$ cat src/rtl/core/tts_pkg.sv
// ----------------------------------------------------------------------------
// tts_pkg: shared types and constants of the tick timeout scheduler
// Field widths, table sizing, request and result types, and the helper
// functions for wrap-safe deadline order and circular table indexing.
// ----------------------------------------------------------------------------
`default_nettype none

package tts_pkg;

  // Table and burst sizing.
  localparam int QUEUE_DEPTH = 16;
  localparam int HANDLE_BITS = 8;
  localparam int MAX_RESULTS = 16;

  localparam int IDX_W = $clog2(QUEUE_DEPTH);
  localparam int CNT_W = $clog2(QUEUE_DEPTH + 1);
  localparam int RES_W = $clog2(MAX_RESULTS + 1);

  // Fixed port field widths.
  localparam int KIND_W    = 2;
  localparam int DELAY_W   = 31;
  localparam int OHANDLE_W = 8;
  localparam int TICK_W    = 32;

  // Depth of the request queue between front and back.
  localparam int REQ_Q_DEPTH = 2;
  localparam int REQ_Q_PTR_W = $clog2(REQ_Q_DEPTH);
  localparam int REQ_Q_CNT_W = $clog2(REQ_Q_DEPTH + 1);

  // Request kind codes as they arrive on the input channel.
  localparam logic [KIND_W-1:0] KIND_TICK  = 2'd0;
  localparam logic [KIND_W-1:0] KIND_ADD   = 2'd1;
  localparam logic [KIND_W-1:0] KIND_DELAY = 2'd2;

  typedef enum logic [1:0] {
    OP_TICK,
    OP_ADD,
    OP_DELAY,
    OP_NOP
  } op_t;

  typedef struct packed {
    op_t                    op;
    logic [DELAY_W-1:0]     delay;
    logic [HANDLE_BITS-1:0] handle;
  } req_t;

  typedef struct packed {
    logic                 fired;
    logic [OHANDLE_W-1:0] fired_handle;
    logic                 last;
    logic [TICK_W-1:0]    tick_count;
    logic                 delay_active;
    logic                 status;
  } res_t;

  // True when a lies strictly after b in wrap-safe signed order.
  function automatic logic is_after(input logic [TICK_W-1:0] a,
                                    input logic [TICK_W-1:0] b);
    logic [TICK_W-1:0] d;
    d = a - b;
    return (d != '0) && !d[TICK_W-1];
  endfunction

  // Physical table slot that lies off places behind base, around the ring.
  function automatic logic [IDX_W-1:0] wrap_idx(input logic [IDX_W-1:0] base,
                                                input logic [CNT_W-1:0] off);
    logic [CNT_W:0] sum;
    sum = (CNT_W+1)'(base) + (CNT_W+1)'(off);
    if (sum >= (CNT_W+1)'(QUEUE_DEPTH)) begin
      sum = sum - (CNT_W+1)'(QUEUE_DEPTH);
    end
    return IDX_W'(sum);
  endfunction

  // Handle as kept in the table, from the input field.
  function automatic logic [HANDLE_BITS-1:0] to_table_handle(
      input logic [OHANDLE_W-1:0] h);
    logic [15:0] wide;
    wide = 16'(h);
    return wide[HANDLE_BITS-1:0];
  endfunction

  // Handle as reported on the result channel, from a table entry.
  function automatic logic [OHANDLE_W-1:0] to_port_handle(
      input logic [HANDLE_BITS-1:0] h);
    logic [15:0] wide;
    wide = 16'(h);
    return wide[OHANDLE_W-1:0];
  endfunction

endpackage

`default_nettype wire

$ cat src/rtl/core/tts_if.sv
// ----------------------------------------------------------------------------
// tts_if: request and result channel interfaces
// Valid/ready channels carrying the scheduler's input and result fields.
// ----------------------------------------------------------------------------
`default_nettype none

interface tts_in_if;
  import tts_pkg::*;

  logic                 valid;
  logic                 ready;
  logic [KIND_W-1:0]    kind;
  logic [DELAY_W-1:0]   delay_ticks;
  logic [OHANDLE_W-1:0] action_handle;

  modport source (output valid, kind, delay_ticks, action_handle, input ready);
  modport sink   (input valid, kind, delay_ticks, action_handle, output ready);
endinterface

interface tts_out_if;
  import tts_pkg::*;

  logic                 valid;
  logic                 ready;
  logic                 fired;
  logic [OHANDLE_W-1:0] fired_handle;
  logic                 last;
  logic [TICK_W-1:0]    tick_count;
  logic                 delay_active;
  logic                 status;

  modport source (output valid, fired, fired_handle, last, tick_count,
                  delay_active, status, input ready);
  modport sink   (input valid, fired, fired_handle, last, tick_count,
                  delay_active, status, output ready);
endinterface

`default_nettype wire

$ cat src/rtl/core/tts_front.sv
// ----------------------------------------------------------------------------
// tts_front: request intake and classification
// Decodes the request kind into an operation and trims the handle to the
// width kept in the timeout table.
// ----------------------------------------------------------------------------
`default_nettype none

module tts_front (
  tts_in_if.sink        in_bus,
  output logic          req_valid,
  input  logic          req_ready,
  output tts_pkg::req_t req
);
  import tts_pkg::*;

  op_t op;

  always_comb begin
    unique case (in_bus.kind)
      KIND_TICK:  op = OP_TICK;
      KIND_ADD:   op = OP_ADD;
      KIND_DELAY: op = OP_DELAY;
      default:    op = OP_NOP;
    endcase
  end

  assign req.op     = op;
  assign req.delay  = in_bus.delay_ticks;
  assign req.handle = to_table_handle(in_bus.action_handle);

  assign req_valid    = in_bus.valid;
  assign in_bus.ready = req_ready;

endmodule

`default_nettype wire

$ cat src/rtl/core/tts_fifo.sv
// ----------------------------------------------------------------------------
// tts_fifo: request queue between front and back
// A short first-in first-out queue of classified requests.
// ----------------------------------------------------------------------------
`default_nettype none

module tts_fifo (
  input  logic          clk,
  input  logic          rst_n,
  input  logic          push_valid,
  output logic          push_ready,
  input  tts_pkg::req_t push_data,
  output logic          pop_valid,
  input  logic          pop_ready,
  output tts_pkg::req_t pop_data
);
  import tts_pkg::*;

  req_t                   slot_r [REQ_Q_DEPTH];
  logic [REQ_Q_PTR_W-1:0] wr_ptr_r;
  logic [REQ_Q_PTR_W-1:0] rd_ptr_r;
  logic [REQ_Q_CNT_W-1:0] cnt_r;
  logic                   do_push;
  logic                   do_pop;

  function automatic logic [REQ_Q_PTR_W-1:0] ptr_inc(input logic [REQ_Q_PTR_W-1:0] p);
    return (p == REQ_Q_PTR_W'(REQ_Q_DEPTH - 1)) ? '0 : p + 1'b1;
  endfunction

  assign push_ready = (cnt_r != REQ_Q_CNT_W'(REQ_Q_DEPTH));
  assign pop_valid  = (cnt_r != '0);
  assign pop_data   = slot_r[rd_ptr_r];
  assign do_push    = push_valid && push_ready;
  assign do_pop     = pop_valid && pop_ready;

  always_ff @(posedge clk) begin
    if (!rst_n) begin
      wr_ptr_r <= '0;
      rd_ptr_r <= '0;
      cnt_r    <= '0;
    end else begin
      if (do_push) begin
        wr_ptr_r <= ptr_inc(wr_ptr_r);
      end
      if (do_pop) begin
        rd_ptr_r <= ptr_inc(rd_ptr_r);
      end
      if (do_push && !do_pop) begin
        cnt_r <= cnt_r + 1'b1;
      end else if (do_pop && !do_push) begin
        cnt_r <= cnt_r - 1'b1;
      end
    end
  end

  always_ff @(posedge clk) begin
    if (do_push) begin
      slot_r[wr_ptr_r] <= push_data;
    end
  end

endmodule

`default_nettype wire

$ cat src/rtl/core/tts_back.sv
// ----------------------------------------------------------------------------
// tts_back: timer engine
// Holds the tick counter, the delay countdown and the deadline-ordered
// timeout ring, carries out one request at a time and drives the result
// register.
// ----------------------------------------------------------------------------
`default_nettype none

module tts_back (
  input  logic          clk,
  input  logic          rst_n,
  input  logic          req_valid,
  output logic          req_ready,
  input  tts_pkg::req_t req,
  tts_out_if.source     out_bus
);
  import tts_pkg::*;

  typedef enum logic [1:0] {
    ST_IDLE,
    ST_TICK,
    ST_INS
  } state_t;

  state_t                 state_r, state_nxt;
  logic [TICK_W-1:0]      tc_r, tc_nxt;
  logic [TICK_W-1:0]      dr_r, dr_nxt;
  logic [IDX_W-1:0]       head_r, head_nxt;
  logic [CNT_W-1:0]       cnt_r, cnt_nxt;
  logic [CNT_W-1:0]       walk_r, walk_nxt;
  logic [TICK_W-1:0]      dl_new_r, dl_new_nxt;
  logic [HANDLE_BITS-1:0] hnd_new_r, hnd_new_nxt;
  logic [RES_W-1:0]       nres_r, nres_nxt;
  logic                   pend_v_r, pend_v_nxt;
  logic [HANDLE_BITS-1:0] pend_h_r, pend_h_nxt;
  logic                   out_v_r, out_v_nxt;
  res_t                   res_r, res_nxt;

  // Timeout ring: entries head_r .. head_r+cnt_r-1 are live, oldest deadline first.
  logic [TICK_W-1:0]      ent_dl_r [QUEUE_DEPTH];
  logic [HANDLE_BITS-1:0] ent_id_r [QUEUE_DEPTH];

  logic [IDX_W-1:0]       rd_idx;
  logic [TICK_W-1:0]      rd_dl;
  logic [HANDLE_BITS-1:0] rd_id;
  logic                   tbl_we;
  logic [IDX_W-1:0]       tbl_widx;
  logic [TICK_W-1:0]      tbl_wdl;
  logic [HANDLE_BITS-1:0] tbl_wid;
  logic                   out_free;
  logic                   head_due;
  logic                   pop_head;
  logic [TICK_W-1:0]      add_dl;

  assign out_free = !out_v_r || out_bus.ready;

  // One read port: the head while ticking, the walk position while inserting.
  assign rd_idx = (state_r == ST_INS) ? wrap_idx(head_r, CNT_W'(walk_r - 1'b1)) : head_r;
  assign rd_dl  = ent_dl_r[rd_idx];
  assign rd_id  = ent_id_r[rd_idx];

  assign head_due = (cnt_r != '0) && (nres_r < RES_W'(MAX_RESULTS)) &&
                    !is_after(rd_dl, tc_r);
  assign add_dl   = tc_r + TICK_W'(req.delay);

  always_comb begin
    state_nxt   = state_r;
    tc_nxt      = tc_r;
    dr_nxt      = dr_r;
    head_nxt    = head_r;
    cnt_nxt     = cnt_r;
    walk_nxt    = walk_r;
    dl_new_nxt  = dl_new_r;
    hnd_new_nxt = hnd_new_r;
    nres_nxt    = nres_r;
    pend_v_nxt  = pend_v_r;
    pend_h_nxt  = pend_h_r;
    out_v_nxt   = out_bus.ready ? 1'b0 : out_v_r;
    res_nxt     = res_r;
    req_ready   = 1'b0;
    tbl_we      = 1'b0;
    tbl_widx    = wrap_idx(head_r, walk_r);
    tbl_wdl     = rd_dl;
    tbl_wid     = rd_id;
    pop_head    = 1'b0;

    unique case (state_r)
      ST_IDLE: begin
        req_ready = out_free;
        if (req_valid && out_free) begin
          unique case (req.op)
            OP_TICK: begin
              tc_nxt     = tc_r + 1'b1;
              dr_nxt     = (dr_r != '0) ? dr_r - 1'b1 : dr_r;
              nres_nxt   = '0;
              pend_v_nxt = 1'b0;
              state_nxt  = ST_TICK;
            end
            OP_ADD: begin
              if (cnt_r == CNT_W'(QUEUE_DEPTH)) begin
                out_v_nxt      = 1'b1;
                res_nxt        = '0;
                res_nxt.last   = 1'b1;
                res_nxt.status = 1'b1;
              end else begin
                dl_new_nxt  = add_dl;
                hnd_new_nxt = req.handle;
                walk_nxt    = cnt_r;
                state_nxt   = ST_INS;
              end
            end
            OP_DELAY: begin
              dr_nxt       = TICK_W'(req.delay);
              out_v_nxt    = 1'b1;
              res_nxt      = '0;
              res_nxt.last = 1'b1;
            end
            OP_NOP: begin
              out_v_nxt    = 1'b1;
              res_nxt      = '0;
              res_nxt.last = 1'b1;
            end
            default: ;
          endcase
        end
      end

      ST_TICK: begin
        // A popped entry waits in the pending slot until the next head is
        // judged, so that the final result of the burst carries last.
        if (head_due) begin
          if (!pend_v_r || out_free) begin
            if (pend_v_r) begin
              out_v_nxt            = 1'b1;
              res_nxt              = '0;
              res_nxt.fired        = 1'b1;
              res_nxt.fired_handle = to_port_handle(pend_h_r);
            end
            pop_head   = 1'b1;
            pend_v_nxt = 1'b1;
            pend_h_nxt = rd_id;
            head_nxt   = wrap_idx(head_r, CNT_W'(1));
            cnt_nxt    = cnt_r - 1'b1;
            nres_nxt   = nres_r + 1'b1;
          end
        end else if (out_free) begin
          out_v_nxt            = 1'b1;
          res_nxt              = '0;
          res_nxt.fired        = pend_v_r;
          res_nxt.fired_handle = pend_v_r ? to_port_handle(pend_h_r) : '0;
          res_nxt.last         = 1'b1;
          pend_v_nxt           = 1'b0;
          state_nxt            = ST_IDLE;
        end
      end

      ST_INS: begin
        // Walk from the tail: each later entry moves back one slot.
        if ((walk_r != '0) && is_after(rd_dl, dl_new_r)) begin
          tbl_we   = 1'b1;
          walk_nxt = walk_r - 1'b1;
        end else if (out_free) begin
          tbl_we       = 1'b1;
          tbl_wdl      = dl_new_r;
          tbl_wid      = hnd_new_r;
          cnt_nxt      = cnt_r + 1'b1;
          out_v_nxt    = 1'b1;
          res_nxt      = '0;
          res_nxt.last = 1'b1;
          state_nxt    = ST_IDLE;
        end
      end

      default: state_nxt = ST_IDLE;
    endcase

    res_nxt.tick_count   = out_v_nxt && !out_v_r ? tc_nxt : res_nxt.tick_count;
    if (out_v_nxt && (out_free)) begin
      res_nxt.tick_count   = tc_nxt;
      res_nxt.delay_active = (dr_nxt != '0);
    end
  end

  always_ff @(posedge clk) begin
    if (!rst_n) begin
      state_r  <= ST_IDLE;
      tc_r     <= '0;
      dr_r     <= '0;
      head_r   <= '0;
      cnt_r    <= '0;
      nres_r   <= '0;
      pend_v_r <= 1'b0;
      out_v_r  <= 1'b0;
    end else begin
      state_r  <= state_nxt;
      tc_r     <= tc_nxt;
      dr_r     <= dr_nxt;
      head_r   <= head_nxt;
      cnt_r    <= cnt_nxt;
      nres_r   <= nres_nxt;
      pend_v_r <= pend_v_nxt;
      out_v_r  <= out_v_nxt;
    end
    walk_r    <= walk_nxt;
    dl_new_r  <= dl_new_nxt;
    hnd_new_r <= hnd_new_nxt;
    pend_h_r  <= pend_h_nxt;
    res_r     <= res_nxt;
  end

  always_ff @(posedge clk) begin
    if (tbl_we) begin
      ent_dl_r[tbl_widx] <= tbl_wdl;
      ent_id_r[tbl_widx] <= tbl_wid;
    end
  end

  assign out_bus.valid        = out_v_r;
  assign out_bus.fired        = res_r.fired;
  assign out_bus.fired_handle = res_r.fired_handle;
  assign out_bus.last         = res_r.last;
  assign out_bus.tick_count   = res_r.tick_count;
  assign out_bus.delay_active = res_r.delay_active;
  assign out_bus.status       = res_r.status;

`ifndef SYNTH
  a_cnt_bound: assert property (@(posedge clk) disable iff (!rst_n)
    cnt_r <= CNT_W'(QUEUE_DEPTH))
    else $error("timeout table count exceeds its depth");

  a_burst_bound: assert property (@(posedge clk) disable iff (!rst_n)
    nres_r <= RES_W'(MAX_RESULTS))
    else $error("tick burst exceeds the result limit");

  a_pop_count: assert property (@(posedge clk) disable iff (!rst_n)
    pop_head |=> cnt_r == $past(cnt_r) - 1'b1)
    else $error("head pop did not shrink the table");

  a_counter_hold: assert property (@(posedge clk) disable iff (!rst_n)
    state_r != ST_IDLE |=> $stable(tc_r))
    else $error("tick counter moved while a request was in progress");

  a_fired_ok: assert property (@(posedge clk) disable iff (!rst_n)
    out_v_r && res_r.fired |-> !res_r.status)
    else $error("fired result carries a reject status");
`endif

endmodule

`default_nettype wire

$ cat src/rtl/core/tick_timeout_scheduler.sv
// Flow: a request is registered in the queue before the timer engine takes it; a delay
// or unused request then sets the result register, an add first walks past each pending
// entry with a later deadline, and a tick first fires each due entry, up to MAX_RESULTS.
// Throughput: one request at a time in the engine, one table entry walked per cycle, and
// one fired per cycle while the result channel is not stalled; a two-entry queue buffers
// intake.
// ----------------------------------------------------------------------------
// tick_timeout_scheduler: tick-driven timeout scheduler
// Keeps a free-running tick counter, a delay countdown and a deadline-ordered
// table of pending timeouts, and reports expired handles on every tick.
// ----------------------------------------------------------------------------
`default_nettype none

// Reset is synchronous and active low: counter, countdown and table fill go to zero.
// Structure: the front classifies each incoming request, a short queue
// decouples intake from execution, and the back engine carries requests out.
// The table is a ring of QUEUE_DEPTH slots; firing advances the head, while
// an add walks back from the tail one slot per cycle, moving each entry with
// a later deadline up by one, so equal deadlines stay in arrival order.
// Deadlines are compared in wrap-safe signed order against the counter.
// Table contents have no reset; only slots inside the live window are read,
// so no clearing pass is needed after reset.
module tick_timeout_scheduler (
  input  logic       clk,
  input  logic       rst_n,
  tts_in_if.sink     in_bus,
  tts_out_if.source  out_bus
);
  import tts_pkg::*;

  logic front_valid;
  logic front_ready;
  req_t front_req;
  logic back_valid;
  logic back_ready;
  req_t back_req;

  // Intake: decode the request kind and trim the handle.
  tts_front u_front (
    .in_bus    (in_bus),
    .req_valid (front_valid),
    .req_ready (front_ready),
    .req       (front_req)
  );

  // Request queue: lets intake keep going while the engine walks the table.
  tts_fifo u_fifo (
    .clk        (clk),
    .rst_n      (rst_n),
    .push_valid (front_valid),
    .push_ready (front_ready),
    .push_data  (front_req),
    .pop_valid  (back_valid),
    .pop_ready  (back_ready),
    .pop_data   (back_req)
  );

  // Engine: counter, countdown, timeout ring and result register.
  tts_back u_back (
    .clk       (clk),
    .rst_n     (rst_n),
    .req_valid (back_valid),
    .req_ready (back_ready),
    .req       (back_req),
    .out_bus   (out_bus)
  );

endmodule

`default_nettype wire

$ cat src/flat_wrapper.sv
// flat-port wrapper written by rule: the top's interface ports become plain ports
module tick_timeout_scheduler_flat import tts_pkg::*;
  (clk, rst_n, in_bus_valid, in_bus_kind, in_bus_delay_ticks, in_bus_action_handle, in_bus_ready, out_bus_valid, out_bus_fired, out_bus_fired_handle, out_bus_last, out_bus_tick_count, out_bus_delay_active, out_bus_status, out_bus_ready);
  tts_in_if in_bus_i ();
  tts_out_if out_bus_i ();
  input  logic clk;
  input  logic rst_n;
  input wire logic [$bits(in_bus_i.valid)-1:0] in_bus_valid;
  input wire logic [$bits(in_bus_i.kind)-1:0] in_bus_kind;
  input wire logic [$bits(in_bus_i.delay_ticks)-1:0] in_bus_delay_ticks;
  input wire logic [$bits(in_bus_i.action_handle)-1:0] in_bus_action_handle;
  output wire logic [$bits(in_bus_i.ready)-1:0] in_bus_ready;
  output wire logic [$bits(out_bus_i.valid)-1:0] out_bus_valid;
  output wire logic [$bits(out_bus_i.fired)-1:0] out_bus_fired;
  output wire logic [$bits(out_bus_i.fired_handle)-1:0] out_bus_fired_handle;
  output wire logic [$bits(out_bus_i.last)-1:0] out_bus_last;
  output wire logic [$bits(out_bus_i.tick_count)-1:0] out_bus_tick_count;
  output wire logic [$bits(out_bus_i.delay_active)-1:0] out_bus_delay_active;
  output wire logic [$bits(out_bus_i.status)-1:0] out_bus_status;
  input wire logic [$bits(out_bus_i.ready)-1:0] out_bus_ready;
  assign in_bus_i.valid = in_bus_valid;
  assign in_bus_i.kind = in_bus_kind;
  assign in_bus_i.delay_ticks = in_bus_delay_ticks;
  assign in_bus_i.action_handle = in_bus_action_handle;
  assign in_bus_ready = in_bus_i.ready;
  assign out_bus_valid = out_bus_i.valid;
  assign out_bus_fired = out_bus_i.fired;
  assign out_bus_fired_handle = out_bus_i.fired_handle;
  assign out_bus_last = out_bus_i.last;
  assign out_bus_tick_count = out_bus_i.tick_count;
  assign out_bus_delay_active = out_bus_i.delay_active;
  assign out_bus_status = out_bus_i.status;
  assign out_bus_i.ready = out_bus_ready;
  tick_timeout_scheduler u_core (.clk(clk), .rst_n(rst_n), .in_bus(in_bus_i), .out_bus(out_bus_i));
endmodule
$ cat config.mk
export PLATFORM = sky130hd
export DESIGN_NAME = tick_timeout_scheduler_flat
export DESIGN_NICKNAME = d
export VERILOG_FILES = /design/src/rtl/core/tts_pkg.sv /design/src/rtl/core/tts_if.sv /design/src/rtl/core/tts_front.sv /design/src/rtl/core/tts_fifo.sv /design/src/rtl/core/tts_back.sv /design/src/rtl/core/tick_timeout_scheduler.sv /design/src/flat_wrapper.sv
export SDC_FILE = /design/constraint.sdc
export NUM_CORES = 1
export LEC_CHECK = 0
export BUFFER_PORTS_ARGS = -buffer_cell sky130_fd_sc_hd__buf_2
export CORE_AREA = 5 5 330 332
export CTS_CLUSTER_SIZE = 8
export DETAILED_ROUTE_END_ITERATION = 6
export DIE_AREA = 0 0 335 337
export SLEW_MARGIN = 20
export SYNTH_ARGS = -nofsm -noshare
export SYNTH_HDL_FRONTEND = slang
export SYNTH_SLANG_ARGS = --single-unit
$ cat constraint.sdc
create_clock -name clk -period 8.3 [get_ports clk]
set_input_delay 0.415 -clock clk [delete_from_list [all_inputs] [get_ports clk]]
set_output_delay 0.415 -clock clk [all_outputs]
set_load 0.005 [all_outputs]
==> results of run 1 <==
[layer usage]
metal  up-vias  wire length [um]  track usage, %
met3       165              6640            3.62
li1      11800                 -               -
met4         0              3210            6.65
met2       821             53000            31.4
met1     13100             45100            25.0
met5         -                 0               0
[layout by cell type, fill, tap and decap left out, types with 34 or more instances in the layout]
cell and count:
nor2b_1 50, mux2_1 38, nor3_1 53, dfxtp_1 86, nor2_1 228, o21ai_0 88
xnor2_1 70, mux4_2 160, mux2i_1 54, clkbuf_16 133, edfxtp_1 819, clkbuf_1 34
a21o_1 43, inv_1 131, xor2_1 35, mux2_2 42, nand2_1 114, a211oi_1 58
dlygate4sd3_1 41, nand3_1 45, ha_1 114, a21oi_1 146, buf_4 66, buf_2 90
[flip-flops by register name, indices dropped and copies added, names as in the netlist, 4 cells and up, named ones only]
register,cells
u_core.u_back.pend_h_r,8
u_core.u_back.out_bus.fired_handle,8
u_core.u_back.ent_dl_r,512
u_core.u_back.dl_new_r,32
u_core.u_back.cnt_r,5
u_core.u_back.ent_id_r,128
u_core.u_fifo.slot_r,82
u_core.u_back.nres_r,5
u_core.u_back.hnd_new_r,8
u_core.u_back.head_r,4
u_core.u_back.out_bus.tick_count,32
u_core.u_back.tc_r,32
u_core.u_back.walk_r,5
u_core.u_back.dr_r,32
[worst paths after layout]
check,startpoint,end,slack [ns]
hold / removal,in_bus_valid,u_core.u_fifo.wr_ptr_r,0.15
setup reg to reg,u_core.u_back.walk_r[0],u_core.u_back.out_bus.delay_active,0.62
hold reg to reg,u_core.u_back.nres_r[4],u_core.u_back.nres_r[4],0.45
setup / recovery,u_core.u_back.walk_r[0],u_core.u_back.out_bus.delay_active,0.62
[per-stage QoR]
stage | hold WS, ns | util, %
final | 0.151 | 46.1
after global routing | 0.137 | 46.1
after CTS | 0.0939 | 46.0
after detailed placement | 0.446 | 42.1
after global placement | 0.448 | 42.1
after floorplan | 0.425 | -
[area by class of cell]
cell class	count	area [um2]	area share [%]
multi-input cells	1761	14800	30.4
repair buffers	216	1740	3.57
inverters	133	499	1.02
clock inverters	16	235	0.481
well taps	1403	1760	3.59
clock buffers	167	3460	7.07
flip-flops and latches	906	26300	53.9
[worst max-delay path, stage by stage, from the launching register on]
cell and delay (ns):
edfxtp_1 0.44, inv_1 0.14, ha_1 0.20, xor2_1 0.23, ha_1 0.31, and3_1 0.21, a2111oi_0 0.40, a31oi_1 0.17
xor2_4 0.22, buf_12 0.26, a211oi_1 0.07, a21oi_1 0.50, ha_1 0.45, a211oi_1 0.40, o211a_1 0.32, o311ai_1 0.17
nand2_1 0.14, mux2_2 0.35, nor4_1 0.30, and4b_1 0.24, nor4b_1 0.32, and4_1 0.34, buf_4 0.18, nor2_1 0.09
o311ai_4 0.34, buf_4 0.39, a31oi_1 0.16
[cells by family after synthesis]
| group | after synthesis | synth area share (%) |
|---|---|---|
| adders and majority gates | 120 | 3.69 |
| muxes | 298 | 12.2 |
| xor gates and xnor gates | 106 | 2.23 |
| buffers and inverters | 252 | 2.37 |
| and+or+nand+nor | 687 | 7.99 |
| AOI/OAI and AO/OA | 550 | 8.71 |
| DFF | 906 | 62.8 |
[power by group through the flow]
stage          Sequential, W  Clock, W  Combinational (W)
2_1_floorplan        0.00635         0            0.00481
3_3_place_gp         0.00642         0            0.00688
3_5_place_dp         0.00643         0            0.00691
4_1_cts              0.00634   0.00492            0.00696
5_1_grt              0.00637   0.00513            0.00771
6_report             0.00634   0.00481            0.00708
[what timing repair did]
action | CTS | global route
setup endpoints to repair | 0 | 1056
setup buffers | 0 | 2
endpoints found under the hold margin | 82 | 0
hold buffers | 41 | 0
resized for setup | 0 | 7
==> results.tsv, run 1 <==
metric	value	unit
clk_pin_slew	0.05	ns
ys_seq_area_share	62.8	%
status	finished clean	
yosys-top-cells-area	edfxtp_1 (59%), mux4_2 (8.6%), dfxtp_1 (4.2%), ha_1 (3.4%), nor2_1 (2.2%)	
dp_worst_setup_slack	0.413	ns
grt.total_usage	18.9	%
die_h	337	um
drt_wl_total	108000	um
switching_share	36.0	%
avgSynthCellArea	14.4	um2
vias	25900	
async_flop_share	0	%
slew_violations	0	
path_max_fanout	37	
layout-drive-gt1-share	18.1	%
grt_pass1_wl	161000	um
wire_per_inst	23.4	um
port_buffers	90	
cts_sinks	906	
power_frac_comb	38.9	%
dp_cells	4375	
die_area	113000	um2
max_slew_margin	25.2	%
p_seq_share	34.8	%
yosys_warnings	0	
totalNegativeSetupSlack	0	ns
period_share	92.5	%
syn_inst	2919	
synth_most_common_cell	edfxtp_1	
drt-initial-drc-count	2504	
leakage	17.2	nW
critPathCaptureType	register	
ys_ff_latch	906	
nFillCells	9252	
drc	0	
layoutNonFillerInstCount	4602	
arrival	8.10	ns
grt_max_degree	61	
antenna_found_initial	2	
synth_edf_count	819	
placed_area	44700	um2
grt_setup_unrepaired	no	
synth_area_leader_cell	edfxtp_1	
tightest_slew	1.11	ns
clock-root-buffer	clkbuf_16	
fin_area	48900	um2
synthFlopType	edfxtp_1	
rr_worst_depth	26	
synth_top_area_share	58.7	%
via_per_inst	5.62	
n_antenna_cell	0	
design.core.area	106000	um2
maxCapViolCount	0	
worstSetupPathType	reg2reg	
cts_buffers	132	
clock_path_buffers	3	
ios	91	
synth_area	41900	um2
die_x	335	um
fin_skew	0.0655	ns
rows	120	
p_int	0.0117	W
clkPwrFrac	26.4	%
start_util	39.5	%
start_kind	register	
fin_ws	0.620	ns
yosys-top-cells-count	edfxtp_1 (819), nor2_1 (246), mux4_2 (160)	
grt_pass1_vias	25700	
hold_path_class	in2reg	
fin_nets	3315	
postRouteAntennaNets	0	
power_switching	0.00657	W
max-vdd-ir-drop	0.000183	V
hold_viol_final	0	
setup_viol	0	
h-tree-depth	4	
syn_to_final_growth	16.6	%
place_congestion	0.951	
globalRouteOverflowTotal	0	
fmax	130	MHz
p_total	0.0182	W
pwr_density_cell	373	nW/um2
yosysUniqueCellTypes	90	
hold_depth	4	
drtPass1Iterations	7	
cts_tree	done	
period_minus_slack	7.68	ns
clock_latency	0.73	ns
dpl.hpwl	69000	um
required	8.72	ns
synth_nets	3084	
Power figures use the tool's default switching activity.
==> run 2, diff against run 1 <==
==> constraint.sdc (replaced) <==
create_clock -name clk -period 9.6 [get_ports clk]
set_input_delay 0.48 -clock clk [delete_from_list [all_inputs] [get_ports clk]]
set_output_delay 0.48 -clock clk [all_outputs]
set_load 0.005 [all_outputs]
==> run 2 against run 1 <==
Count of clock-buffer cells in the layout shrank 1; global-route usage is essentially flat; die area is the same; via count shrank 0.32%; sequential power shrank 13%; hold slack gained 0.074 ns; flip-flop and latch count is the same.
==> results.tsv, run 2 (synthesis results as in run 1) <==
metric	value	unit
status	finished clean	
via_per_inst	5.63	
cp.buffers_inverters	4	
critical-path-max-stage-delay	0.67	ns
clock_path_buffers	3	
cp_common_cell	ha_1	
r2r-start	u_core.u_back.walk_r[0]	
setup_viol	0	
hold_path_class	in2reg	
period_share	85.7	%
clock-root-buffer	clkbuf_16	
fmax	122	MHz
hold_viol_final	0	
hold-path-endpoint	u_core.u_fifo.wr_ptr_r	
max-vdd-ir-drop	0.000183	V
power_frac_comb	38.3	%
path_max_fanout	79	
maxCapViolCount	0	
totalNegativeSetupSlack	0	ns
cts_tree	done	
final_common_cell	edfxtp_1	
largest_register	u_core.u_back.ent_dl_r	
fin_skew	0.0391	ns
drt-initial-drc-count	2602	
syn_to_final_growth	15.8	%
globalRouteOverflowTotal	0	
fin_nets	3292	
dpl.hpwl	68000	um
die_h	337	um
switching_share	36.1	%
wire_per_inst	23.6	um
arrival	8.58	ns
leakage	17.1	nW
clock_latency	0.72	ns
grt_max_degree	81	
die_x	335	um
p_seq_share	35.1	%
cts_buffers	131	
port_buffers	90	
die_area	113000	um2
critPathCaptureType	register	
p_int	0.0100	W
start_util	39.5	%
h-tree-depth	4	
drtPass1Iterations	5	
postRouteAntennaNets	0	
r2r_setup_slack	1.37	ns
mostFrequentLayoutCells	edfxtp_1 (819), nor2_1 (228), mux4_2 (160)	
largest_reg_flops	512	
clkPwrFrac	26.6	%
hold_start	in_bus_valid	
top_regs	u_core.u_back.ent_dl_r x512, u_core.u_back.ent_id_r x128, u_core.u_fifo.slot_r x82	
rr_endpoint	u_core.u_back.ent_id_r[6][1]	
cts_sinks	906	
ios	91	
grt_pass1_wl	161000	um
power_switching	0.00567	W
rows	120	
design.core.area	106000	um2
grt_pass1_vias	25500	
cp_top_family	compound AO/OA/AOI/OAI gates	
drt_wl_total	108000	um
grt.total_usage	18.9	%
place_congestion	0.904	
vias	25800	
fin_area	48500	um2
drc	0	
cp_slowest_cell	o21ai_0	
hold_depth	4	
rr_worst_depth	25	
tightest_slew	0.995	ns
placed_area	44400	um2
required	9.96	ns
clk_pin_slew	0.05	ns
period_minus_slack	8.23	ns
antenna_found_initial	2	
slew_violations	0	
grt_setup_unrepaired	no	
layout-drive-gt1-share	17.3	%
start_kind	register	
worstSetupPathType	reg2reg	
pwr_density_cell	323	nW/um2
max_slew_margin	33.4	%
==> run 2: routing by layer <==
metal / up-vias / global-route usage, % / wire [um]
met5: - / 0 / 27
met2: 811 / 30.3 / 51200
met4: 4 / 5.35 / 2350
met1: 13100 / 26.7 / 48100
met3: 147 / 3.33 / 6290
li1: 11800 / - / -
==> run 2: worst max path at each step <==
stage / from / endpoint / slack, ns / depth (start not counted)
after detailed placement: u_core.u_back.walk_r[0] / u_core.u_back.ent_dl_r[3][25] / 1.53 / 24
after floorplan: u_core.u_back.walk_r[0] / u_core.u_back.out_bus.tick_count[0] / 0.67 / 28
after global routing: u_core.u_back.walk_r[0] / u_core.u_back.ent_id_r[6][1] / 0.99 / 24
after CTS: u_core.u_back.walk_r[0] / u_core.u_back.ent_id_r[6][1] / 1.49 / 24
after global placement: u_core.u_back.walk_r[0] / u_core.u_back.ent_id_r[12][5] / 1.60 / 24
final: u_core.u_back.walk_r[0] / u_core.u_back.ent_id_r[6][1] / 1.37 / 25
==> run 2: final cells by class <==
class	count	area, um2
repair buffers	194	1420
clock inverters	12	231
flip-flops and latches	906	26300
well taps	1403	1760
fillers	9424	57500
diodes	4	10.0
multi-input cells	1761	14800
clock buffers	166	3480
inverters	133	499
==> run 2: power groups by stage <==
stage | combinational [W] | sequential (W) | clock, W
final | 0.00600 | 0.00551 | 0.00418
after CTS | 0.00597 | 0.00551 | 0.00427
after detailed placement | 0.00593 | 0.00558 | 0
after floorplan | 0.00415 | 0.00550 | 0
after global routing | 0.00659 | 0.00554 | 0.00447
after global placement | 0.00593 | 0.00558 | 0
==> run 2: timing repair <==
item	4_1_cts	5_1_grt
hold endpoints to repair	82	0
buffers inserted	0	0
setup endpoints to repair	0	0
hold buffers	41	0
gates resized for setup	0	0
==> run 2: through the flow <==
| step | hold WS (ns) | utilization (%) | setup slack [ns] | instances | total power (W) |
|---|---|---|---|---|---|
| global placement | 0.453 | 41.9 | 1.60 | 4356 | 0.0115 |
| finish | 0.225 | 45.8 | 1.37 | 4579 | 0.0157 |
| global route | 0.222 | 45.8 | 0.992 | 4575 | 0.0166 |
| CTS | 0.184 | 45.8 | 1.49 | 4575 | 0.0158 |
| detailed placement | 0.457 | 41.9 | 1.53 | 4356 | 0.0115 |
| floorplan | 0.425 | - | 0.672 | 2919 | 0.00965 |
==> run 2: worst reg2reg max path, delay by kind of cell (launching register included) <==
kind,cells,cell delay [ns]
AO/OA/AOI/OAI,8,2.49
AND/OR/NAND/NOR,5,1.74
adder cells (fa/ha/maj),4,1.21
buffers and inverters,4,0.77
multiplexers,1,0.62
XOR/XNOR,3,0.60
flip-flops,1,0.45
